==> config.mk <==
export PLATFORM = sky130hd
export DESIGN_NAME = rational_multiply_divide_reduce_unit
export DESIGN_NICKNAME = d
export VERILOG_FILES = /design/src/sv/rmdr_pkg.sv /design/src/sv/rmdr_datapath.sv /design/src/sv/rmdr_ctrl.sv /design/src/sv/rational_multiply_divide_reduce_unit.sv
export VERILOG_INCLUDE_DIRS = /design/src /design/src/sv
export SDC_FILE = /design/constraint.sdc
export NUM_CORES = 2
export LEC_CHECK = 0
export BUFFER_PORTS_ARGS = -buffer_cell sky130_fd_sc_hd__buf_4
export CAP_MARGIN = 0
export CORE_MARGIN = 3
export CORE_UTILIZATION = 60
export DETAILED_ROUTE_END_ITERATION = 12
export PLACE_DENSITY = 0.81
export SLEW_MARGIN = 20
export SYNTH_ARGS = -nofsm -noshare
export SYNTH_HDL_FRONTEND = slang
export SYNTH_HIERARCHICAL = 1
export SYNTH_SLANG_ARGS = --single-unit
==> constraint.sdc <==
create_clock -name clk -period 11.91 [get_ports clk]
set_clock_uncertainty 0.15 [all_clocks]
set_input_delay 1.7865 -clock clk [delete_from_list [all_inputs] [get_ports clk]]
set_output_delay 1.7865 -clock clk [all_outputs]
set_load 0.02 [all_outputs]
==> src/sv/rational_multiply_divide_reduce_unit_defines.svh <==
// ---------------------------------------------------------------------------
// Rational multiply / divide / reduce unit: assertion macros
// Shared check macros, sampled on clk and disabled while rst_n is low.
// ---------------------------------------------------------------------------
`ifndef RATIONAL_MULTIPLY_DIVIDE_REDUCE_UNIT_DEFINES_SVH
`define RATIONAL_MULTIPLY_DIVIDE_REDUCE_UNIT_DEFINES_SVH

// Check that the consequent holds in the same cycle as the antecedent
`define RMDR_CHECK_SAME(label, ante, cons) \
  label: assert property (@(posedge clk) disable iff (!rst_n) (ante) |-> (cons)) \
    else $error("rmdr same-cycle check failed");

// Check that the consequent holds in the cycle after the antecedent
`define RMDR_CHECK_NEXT(label, ante, cons) \
  label: assert property (@(posedge clk) disable iff (!rst_n) (ante) |=> (cons)) \
    else $error("rmdr next-cycle check failed");

`endif

==> src/sv/rmdr_pkg.sv <==
// ---------------------------------------------------------------------------
// rmdr_pkg
// Types, codes and helpers shared by the rational multiply / divide /
// reduce unit, its controller and its datapath.
// ---------------------------------------------------------------------------
`default_nettype none

package rmdr_pkg;

  // Operand, product and result widths
  localparam int OPW = 16;
  localparam int PW  = 2 * OPW;
  localparam int RW  = 32;
  localparam int CW  = $clog2(PW + 1);

  // Command codes
  localparam logic [1:0] CMD_REDUCE   = 2'd0;
  localparam logic [1:0] CMD_MULTIPLY = 2'd1;
  localparam logic [1:0] CMD_DIVIDE   = 2'd2;
  localparam logic [1:0] CMD_COMPARE  = 2'd3;

  // Error codes
  localparam logic [1:0] ERR_NONE     = 2'd0;
  localparam logic [1:0] ERR_ZERO_DEN = 2'd1;
  localparam logic [1:0] ERR_DIV_ZERO = 2'd2;

  typedef struct packed {
    logic [1:0]            command;
    logic signed [OPW-1:0] left_numerator;
    logic signed [OPW-1:0] left_denominator;
    logic signed [OPW-1:0] right_numerator;
    logic signed [OPW-1:0] right_denominator;
  } in_item_t;

  typedef struct packed {
    logic signed [RW-1:0] result_numerator;
    logic signed [RW-1:0] result_denominator;
    logic                 is_equal;
    logic                 is_one;
    logic [1:0]           error_code;
  } out_item_t;

  // Controller states
  typedef enum logic [4:0] {
    ST_IDLE = 5'b00001,
    ST_MUL  = 5'b00010,
    ST_GCD  = 5'b00100,
    ST_DIV  = 5'b01000,
    ST_DONE = 5'b10000
  } state_t;

  // Controller to datapath commands
  typedef struct packed {
    logic load;
    logic mul;
    logic gcd_step;
    logic div_init;
    logic div_step;
    logic out_load;
  } dp_cmd_t;

  // Datapath to controller status
  typedef struct packed {
    logic short_path;
    logic gcd_done;
  } dp_sts_t;

  // Magnitude of a signed operand as an unsigned value of the same width
  function automatic logic [OPW-1:0] mag_op(input logic signed [OPW-1:0] v);
    logic signed [OPW-1:0] neg;
    neg = -v;
    return v[OPW-1] ? OPW'(neg) : OPW'(v);
  endfunction

endpackage

`default_nettype wire

==> src/sv/rmdr_datapath.sv <==
// ---------------------------------------------------------------------------
// rmdr_datapath
// Operand register, magnitude multipliers, binary gcd, a two-lane
// restoring divider sharing the gcd as divisor, and the result register.
// ---------------------------------------------------------------------------
`default_nettype none

module rmdr_datapath (
  input  logic                 clk,
  input  rmdr_pkg::in_item_t   in_data,
  input  rmdr_pkg::dp_cmd_t    cmd,
  output rmdr_pkg::dp_sts_t    sts,
  output rmdr_pkg::out_item_t  out_data
);
  import rmdr_pkg::*;

  in_item_t        op_r;
  logic [PW-1:0]   nm_r, dm_r;        // product magnitudes
  logic            num_neg_r, den_neg_r;
  logic [PW-1:0]   ga_r, gb_r;        // gcd working pair, gb ends as the gcd
  logic [CW-1:0]   k_r;               // common factors of two
  logic [PW-1:0]   rn_r, qn_r;        // numerator lane remainder and quotient
  logic [PW-1:0]   rd_r, qd_r;        // denominator lane remainder and quotient
  out_item_t       out_r;

  // Operand magnitudes and signs
  logic [OPW-1:0]  ln_m, ld_m, rn_m, rd_m, mul_a, mul_b;
  logic            sgn_a, sgn_b;
  logic [PW-1:0]   prod_n, prod_d;
  logic [1:0]      err_c;
  logic            eq_c;

  assign ln_m = mag_op(op_r.left_numerator);
  assign ld_m = mag_op(op_r.left_denominator);
  assign rn_m = mag_op(op_r.right_numerator);
  assign rd_m = mag_op(op_r.right_denominator);

  // Select the right-hand factors by command
  always_comb begin
    case (op_r.command)
      CMD_REDUCE: begin
        mul_a = OPW'(1);
        mul_b = OPW'(1);
        sgn_a = 1'b0;
        sgn_b = 1'b0;
      end
      CMD_DIVIDE: begin
        mul_a = rd_m;
        mul_b = rn_m;
        sgn_a = op_r.right_denominator[OPW-1];
        sgn_b = op_r.right_numerator[OPW-1];
      end
      default: begin
        mul_a = rn_m;
        mul_b = rd_m;
        sgn_a = op_r.right_numerator[OPW-1];
        sgn_b = op_r.right_denominator[OPW-1];
      end
    endcase
  end

  assign prod_n = {{OPW{1'b0}}, ln_m} * {{OPW{1'b0}}, mul_a};
  assign prod_d = {{OPW{1'b0}}, ld_m} * {{OPW{1'b0}}, mul_b};

  // Error detection, denominator check before divisor check
  always_comb begin
    err_c = ERR_NONE;
    if (op_r.command != CMD_COMPARE) begin
      if (op_r.left_denominator == '0 ||
          (op_r.command != CMD_REDUCE && op_r.right_denominator == '0)) begin
        err_c = ERR_ZERO_DEN;
      end else if (op_r.command == CMD_DIVIDE && op_r.right_numerator == '0) begin
        err_c = ERR_DIV_ZERO;
      end
    end
  end

  assign eq_c = (op_r.left_numerator == op_r.right_numerator) &&
                (op_r.left_denominator == op_r.right_denominator);

  assign sts.short_path = (op_r.command == CMD_COMPARE) || (err_c != ERR_NONE);
  assign sts.gcd_done   = (ga_r == '0) && (k_r == '0);

  // Binary gcd step terms
  logic [PW-1:0] ab_diff, ba_diff;
  assign ab_diff = ga_r - gb_r;
  assign ba_diff = gb_r - ga_r;

  // Divider step terms
  logic [PW:0] n_sh, d_sh, n_diff, d_diff;
  assign n_sh   = {rn_r, qn_r[PW-1]};
  assign d_sh   = {rd_r, qd_r[PW-1]};
  assign n_diff = n_sh - {1'b0, gb_r};
  assign d_diff = d_sh - {1'b0, gb_r};

  // Hold operands on accept
  always_ff @(posedge clk) begin
    if (cmd.load) begin
      op_r <= in_data;
    end
  end

  // Form products and seed the gcd
  always_ff @(posedge clk) begin
    if (cmd.mul) begin
      nm_r      <= prod_n;
      dm_r      <= prod_d;
      ga_r      <= prod_n;
      gb_r      <= prod_d;
      k_r       <= '0;
      num_neg_r <= op_r.left_numerator[OPW-1] ^ sgn_a;
      den_neg_r <= op_r.left_denominator[OPW-1] ^ sgn_b;
    end else if (cmd.gcd_step) begin
      if (ga_r == '0) begin
        gb_r <= {gb_r[PW-2:0], 1'b0};
        k_r  <= k_r - CW'(1);
      end else if (!ga_r[0] && !gb_r[0]) begin
        ga_r <= ga_r >> 1;
        gb_r <= gb_r >> 1;
        k_r  <= k_r + CW'(1);
      end else if (!ga_r[0]) begin
        ga_r <= ga_r >> 1;
      end else if (!gb_r[0]) begin
        gb_r <= gb_r >> 1;
      end else if (ga_r >= gb_r) begin
        ga_r <= ab_diff >> 1;
      end else begin
        gb_r <= ba_diff >> 1;
      end
    end
  end

  // Divide both magnitudes by the gcd, one quotient bit per cycle
  always_ff @(posedge clk) begin
    if (cmd.div_init) begin
      rn_r <= '0;
      rd_r <= '0;
      qn_r <= nm_r;
      qd_r <= dm_r;
    end else if (cmd.div_step) begin
      rn_r <= n_diff[PW] ? n_sh[PW-1:0] : n_diff[PW-1:0];
      rd_r <= d_diff[PW] ? d_sh[PW-1:0] : d_diff[PW-1:0];
      qn_r <= {qn_r[PW-2:0], ~n_diff[PW]};
      qd_r <= {qd_r[PW-2:0], ~d_diff[PW]};
    end
  end

  // Apply signs and wrap to the result width
  logic [PW-1:0]        qn_neg, qd_neg;
  logic signed [PW-1:0] sn, sd;
  out_item_t            res_c;

  assign qn_neg = -qn_r;
  assign qd_neg = -qd_r;
  assign sn     = num_neg_r ? qn_neg : qn_r;
  assign sd     = den_neg_r ? qd_neg : qd_r;

  always_comb begin
    res_c = '0;
    if (op_r.command == CMD_COMPARE) begin
      res_c.is_equal = eq_c;
    end else if (err_c != ERR_NONE) begin
      res_c.error_code = err_c;
    end else begin
      res_c.result_numerator   = RW'(sn);
      res_c.result_denominator = RW'(sd);
      res_c.is_one = !num_neg_r && !den_neg_r &&
                     (qn_r == PW'(1)) && (qd_r == PW'(1));
    end
  end

  // Load the result register
  always_ff @(posedge clk) begin
    if (cmd.out_load) begin
      out_r <= res_c;
    end
  end

  assign out_data = out_r;

endmodule

`default_nettype wire

==> src/sv/rmdr_ctrl.sv <==
// ---------------------------------------------------------------------------
// rmdr_ctrl
// Sequencer, one transaction at a time: multiply, gcd and divide loops
// (skipped on the short path), then load the output register when free.
// ---------------------------------------------------------------------------
`default_nettype none

module rmdr_ctrl (
  input  logic               clk,
  input  logic               rst_n,
  input  logic               in_valid,
  output logic               in_stall,
  output logic               out_valid,
  input  logic               out_stall,
  input  rmdr_pkg::dp_sts_t  sts,
  output rmdr_pkg::dp_cmd_t  cmd
);
  import rmdr_pkg::*;

  state_t        state_r, state_nxt;
  logic [CW-1:0] cnt_r, cnt_nxt;
  logic          out_valid_r, out_valid_nxt;
  logic          out_free;

  assign in_stall  = (state_r != ST_IDLE);
  assign out_valid = out_valid_r;
  assign out_free  = !out_valid_r || !out_stall;

  // Next state and datapath commands
  always_comb begin
    state_nxt = state_r;
    cnt_nxt   = cnt_r;
    cmd       = '0;
    case (state_r)
      ST_IDLE: begin
        if (in_valid) begin
          cmd.load  = 1'b1;
          state_nxt = ST_MUL;
        end
      end
      ST_MUL: begin
        cmd.mul   = 1'b1;
        state_nxt = sts.short_path ? ST_DONE : ST_GCD;
      end
      ST_GCD: begin
        if (sts.gcd_done) begin
          cmd.div_init = 1'b1;
          cnt_nxt      = CW'(PW - 1);
          state_nxt    = ST_DIV;
        end else begin
          cmd.gcd_step = 1'b1;
        end
      end
      ST_DIV: begin
        cmd.div_step = 1'b1;
        cnt_nxt      = cnt_r - CW'(1);
        if (cnt_r == '0) begin
          state_nxt = ST_DONE;
        end
      end
      ST_DONE: begin
        if (out_free) begin
          cmd.out_load = 1'b1;
          state_nxt    = ST_IDLE;
        end
      end
      default: begin
        state_nxt = ST_IDLE;
      end
    endcase
  end

  // Track the output register
  always_comb begin
    out_valid_nxt = out_valid_r;
    if (out_valid_r && !out_stall) begin
      out_valid_nxt = 1'b0;
    end
    if (cmd.out_load) begin
      out_valid_nxt = 1'b1;
    end
  end

  // Advance state
  always_ff @(posedge clk) begin
    if (!rst_n) begin
      state_r     <= ST_IDLE;
      cnt_r       <= '0;
      out_valid_r <= 1'b0;
    end else begin
      state_r     <= state_nxt;
      cnt_r       <= cnt_nxt;
      out_valid_r <= out_valid_nxt;
    end
  end

endmodule

`default_nettype wire

==> src/sv/rational_multiply_divide_reduce_unit.sv <==
// ---------------------------------------------------------------------------
// rational_multiply_divide_reduce_unit
// Reduce, multiply, divide or compare signed fractions, with gcd reduction.
// ---------------------------------------------------------------------------
// One transaction is worked on at a time. Compare and error transactions
// skip the gcd and divide loops. Reduce, multiply and divide run the binary
// gcd loop on the PW-bit products, where PW is twice the operand width: the
// gcd takes one subtract-or-shift step per cycle, and the shared restoring
// divider then produces one quotient bit per cycle for numerator and
// denominator together. A finished result waits in the output register
// while the next transaction is accepted. Denominator signs are kept as
// computed.
`default_nettype none
`include "rational_multiply_divide_reduce_unit_defines.svh"

module rational_multiply_divide_reduce_unit (
  input  logic                clk,
  input  logic                rst_n,
  input  logic                in_valid,
  output logic                in_stall,
  input  rmdr_pkg::in_item_t  in_data,
  output logic                out_valid,
  input  logic                out_stall,
  output rmdr_pkg::out_item_t out_data
);
  import rmdr_pkg::*;

  dp_cmd_t cmd;
  dp_sts_t sts;

  rmdr_ctrl u_ctrl (
    .clk       (clk),
    .rst_n     (rst_n),
    .in_valid  (in_valid),
    .in_stall  (in_stall),
    .out_valid (out_valid),
    .out_stall (out_stall),
    .sts       (sts),
    .cmd       (cmd)
  );

  rmdr_datapath u_datapath (
    .clk      (clk),
    .in_data  (in_data),
    .cmd      (cmd),
    .sts      (sts),
    .out_data (out_data)
  );

  // Checks
  `RMDR_CHECK_NEXT(a_busy_after_accept, in_valid && !in_stall, in_stall)
  `RMDR_CHECK_SAME(a_error_clears_fields, out_valid && (out_data.error_code != ERR_NONE), (out_data.result_numerator == '0) && (out_data.result_denominator == '0) && !out_data.is_one && !out_data.is_equal)
  `RMDR_CHECK_SAME(a_equal_only_compare, out_valid && out_data.is_equal, (out_data.result_numerator == '0) && (out_data.result_denominator == '0) && (out_data.error_code == ERR_NONE))
  `RMDR_CHECK_SAME(a_one_is_one_over_one, out_valid && out_data.is_one, (out_data.result_numerator == 32'sd1) && (out_data.result_denominator == 32'sd1))

endmodule

`default_nettype wire
==> impl_metrics.csv <==
group,metric,value,unit
status,result_of_the_run,"finished clean",
worst_setup_path,crit_buf_inv,4,
die,die_area,0.0753,mm2
timing,timing.final.crit_share,78.3,%
worst_setup_path,crit_fanout,12,
timing,finalSetupTns,0,ns
clocking,clk_transition_reported_paths,0.06,ns
timing,final_max_slew_viol_count,0,
global_routing,grt_pass1_wl,194,mm
clocking,cts_setup_buffers,0,
global_routing,met2_demand_to_capacity_share_in_global_routing,52.5,%
clocking,cts_hold_buf,0,
global_routing,globalRouteMet1Util,43.8,%
timing,layout_min_cycle_time,9.32,ns
logic_synthesis,synth_edf_count,328,
die,dieWidth,274,um
logic_synthesis,post_synth_inst_count,4638,
logic_synthesis,synth_area,0.0432,mm2
place,io_buffer_count,139,
worst_setup_path,cpLargestDelayFamily,"adder cells",
worst_setup_path,critical_path.startpoint_type,"flip-flop",
clocking,clk-insertion-delay-late,0.63,ns
die,top_level_ports,140,
logic_synthesis,synth_area_leaders,"edfxtp_1 (23%), fa_1 (18%), ha_1 (10%)",
worst_setup_path,end_kind,"flip-flop",
timing,max_freq,0.107,GHz
global_routing,via_count_of_the_first_global_routing_pass,34920,
die,chipHeight,274,um
clocking,tritoncts_clock_tree,"built",
logic_synthesis,mappedNetlistNets,5452,
global_routing,globalRouteTotalUtil,33.2,%
timing,rsz0062_at_grt,"false",
final_layout,antenna_cells_inserted,0,
die,initial_utilization,61.1,%
timing,finalHoldViolations,0,
final_layout,layout-drive-gt1-share,8.38,%
timing,slew_headroom,21.6,%
die,design.core.area,0.0708,mm2
die,std_cell_rows,97,
worst_setup_path,worst-endpoint-required,12.09,ns
final_layout,n_fill_cell,5665,
logic_synthesis,netlist.area_leader.share,22.8,%
power_and_ir_drop,leakagePower,20.4,nW
power_and_ir_drop,peakVddDrop,0.698,mV
place,routabilityCongestion,1.02,
clocking,cts-root-buf,"clkbuf_16",
detailed_routing,route.detailed.vias_per_inst,6.18,
logic_synthesis,async_reset_ff_share,0,%
timing,timing_worst_slew_pin_value,1.17,ns
detailed_routing,totalWireLength,124,mm
global_routing,use_met3,6.56,%
detailed_routing,num_vias,34972,
global_routing,antenna_violations_before_repair,0,
clocking,cts_buffer_depth,3,
worst_setup_path,data_arrival_time_of_the_worst_path,9.51,ns
detailed_routing,dr.pass1.iters,6,
logic_synthesis,synth.distinct_cells,108,
logic_synthesis,ys_dominant_reg_cell,"edfxtp_1",
logic_synthesis,largest_area_contributor_in_the_netlist,"edfxtp_1",
logic_synthesis,ys_warn_count,6,
final_layout,area.growth.synth_to_final,7.97,%
detailed_routing,drc,0,
power_and_ir_drop,p_per_area,310,mW/mm2
place,minimum_setup_slack_after_placement,2.84,ns
job,drv.max_cap_violation_count,0,
clocking,cts.sinks,410,
place,dp_hpwl,96.4,mm
global_routing,grt_overflow_total,0,
clocking,ctsHtreeMaxLevel,2,
timing,setup_slack,2.59,ns
final_layout,count_of_nets_after_finishing,5499,
clocking,postCtsResizedCells,0,
final_layout,area.sequential,0.0115,mm2
worst_setup_path,worst_setup_path_class,"reg2reg",
clocking,cts_inserted_buffers,47,
logic_synthesis,ys_ff_latch,410,
logic_synthesis,postSynthAreaPerCell,9.32,um2
global_routing,pin_count_of_the_biggest_net_entering_global_routing,77,
detailed_routing,ant_nets,0,
detailed_routing,wire_per_inst,21.8,um
worst_setup_path,crit_top_cell,"fa_1",
worst_setup_path,critical-path-slowest-cell,"xor2_1",
min_path,worstHoldPathType,"reg2reg",
logic_synthesis,synth-seq-area-share,26.6,%
global_routing,grt_peak_use_layer,"met2",
timing,setup_viol_count_final,0,
final_layout,area_taken_by_multi_input_logic_gates,0.0288,mm2
detailed_routing,drtIter0Drc,3230,
worst_setup_path,slowest_delay,0.72,ns
## registers in the layout, summed over array words and instances, names as in the netlist
name                  flops
u_ctrl/out_valid          1
u_datapath/den_neg_r      1
u_datapath/qd_r          32
u_datapath/ga_r          32
u_datapath/num_neg_r      1
u_datapath/nm_r          32
u_ctrl/state_r            5
u_datapath/rn_r          32
u_ctrl/cnt_r              6
u_datapath/gb_r          32
u_datapath/qn_r          32
u_datapath/dm_r          32
u_datapath/k_r            6
u_datapath/rd_r          32
u_datapath/out_data      68
u_datapath/op_r          66
## Yosys cell counts (10+ instances only)
cell / number
a211oi_1: 59
a21o_1: 89
a21oi_1: 225
a221o_1: 15
a221oi_1: 24
a22o_1: 28
a22oi_1: 26
a31oi_1: 24
and2_1: 36
and3_1: 17
buf_1: 12
buf_2: 22
clkbuf_1: 150
dfxtp_1: 82
edfxtp_1: 328
fa_1: 393
ha_1: 351
inv_1: 576
mux2_2: 61
mux2i_1: 50
nand2_1: 437
nand2b_1: 64
nand3_1: 34
nand4_1: 30
nor2_1: 480
nor2b_1: 36
nor3_1: 64
nor4_1: 28
o211ai_1: 14
o21a_1: 31
o21ai_0: 142
o21ai_1: 50
o21bai_1: 29
o221ai_1: 10
o31a_1: 12
o31ai_1: 44
o41ai_1: 20
or2_2: 10
or3_1: 32
or4_1: 12
xnor2_1: 175
xor2_1: 163
## worst paths after layout
kind	slack (ns)	from	cells past startpoint	endpoint
setup / recovery	2.59	u_datapath/op_r[32]	28	u_datapath/gb_r[28]
hold / removal	0.33	u_datapath/rd_r[2]	2	u_datapath/rd_r[2]
setup reg to reg	2.59	u_datapath/op_r[32]	28	u_datapath/gb_r[28]
hold reg to reg	0.33	u_datapath/rd_r[2]	2	u_datapath/rd_r[2]
## metal layers
layer | vias to the layer above | routed length (um)
met5 | - | 0
met4 | 0 | 6890
met3 | 396 | 11700
met2 | 1733 | 55800
met1 | 16926 | 49200
li1 | 15917 | -
## worst register-to-register path, delay by kind of cell (launching register included)
| family | cells | cell delay (ns) |
|---|---|---|
| fa+ha+maj | 8 | 3.64 |
| compound gates | 10 | 2.13 |
| simple gates | 4 | 1.21 |
| xor+xnor | 2 | 0.88 |
| flops | 1 | 0.54 |
| buf+inv | 4 | 0.50 |
## cell type report
cell class / count / share of cell area (%)
tap: 940 / 2.52
timing repair buffer: 194 / 3.12
clock inverter: 28 / 0.595
multi-input combinational: 3453 / 61.7
inverter: 579 / 4.66
clock buffer: 59 / 2.75
sequential: 410 / 24.6
## where the power goes
| group | switching [mW] | internal, mW | total [mW] |
|---|---|---|---|
| logic | 7.11 | 3.79 | 10.9 |
| registers | 0.0673 | 2.05 | 2.12 |
| clock network | 0.636 | 0.818 | 1.45 |
| total | 7.81 | 6.66 | 14.5 |
## logic make-up (layout without fill, tap and decap cells)
group / after synthesis / in the layout / synth area share (%)
AND/OR/NAND/NOR: 1329 / 1329 / 14.0
adder cells (fa/ha/maj): 744 / 744 / 28.4
multiplexers: 114 / 114 / 2.83
buffers and inverters: 775 / 860 / 6.94
XOR/XNOR: 339 / 339 / 6.91
AO/OA/AOI/OAI: 927 / 927 / 14.4
flip-flops: 410 / 410 / 26.6
## through the flow
step / utilization (%) / cell area, um2 / std cells / hold WS [ns] / total power [mW]
2_1_floorplan: - / 43200 / 4638 / 0.294 / 8.97
3_3_place_gp: 63.7 / 45100 / 5575 / 0.311 / 12.4
3_5_place_dp: 63.7 / 45100 / 5575 / 0.316 / 12.7
4_1_cts: 65.9 / 46600 / 5662 / 0.324 / 14.2
5_1_grt: 66.0 / 46700 / 5663 / 0.349 / 15.4
6_report: 66.0 / 46700 / 5663 / 0.328 / 14.5
## placed cells by master, fill, tap and decap left out, types with 30 or more instances in the layout
cell type / n
inv_1: 575
nor2_1: 478
nand2_1: 436
fa_1: 393
ha_1: 351
edfxtp_1: 328
a21oi_1: 224
buf_4: 193
xnor2_1: 171
xor2_1: 162
o21ai_0: 141
a21o_1: 89
dfxtp_1: 82
nor3_1: 64
nand2b_1: 64
mux2_2: 61
a211oi_1: 59
o21ai_1: 51
mux2i_1: 50
clkbuf_16: 47
o31ai_1: 44
and2_1: 36
nor2b_1: 35
nand3_1: 34
or3_1: 32
o21a_1: 31
nand4_1: 30
Power figures use the tool's default switching activity.
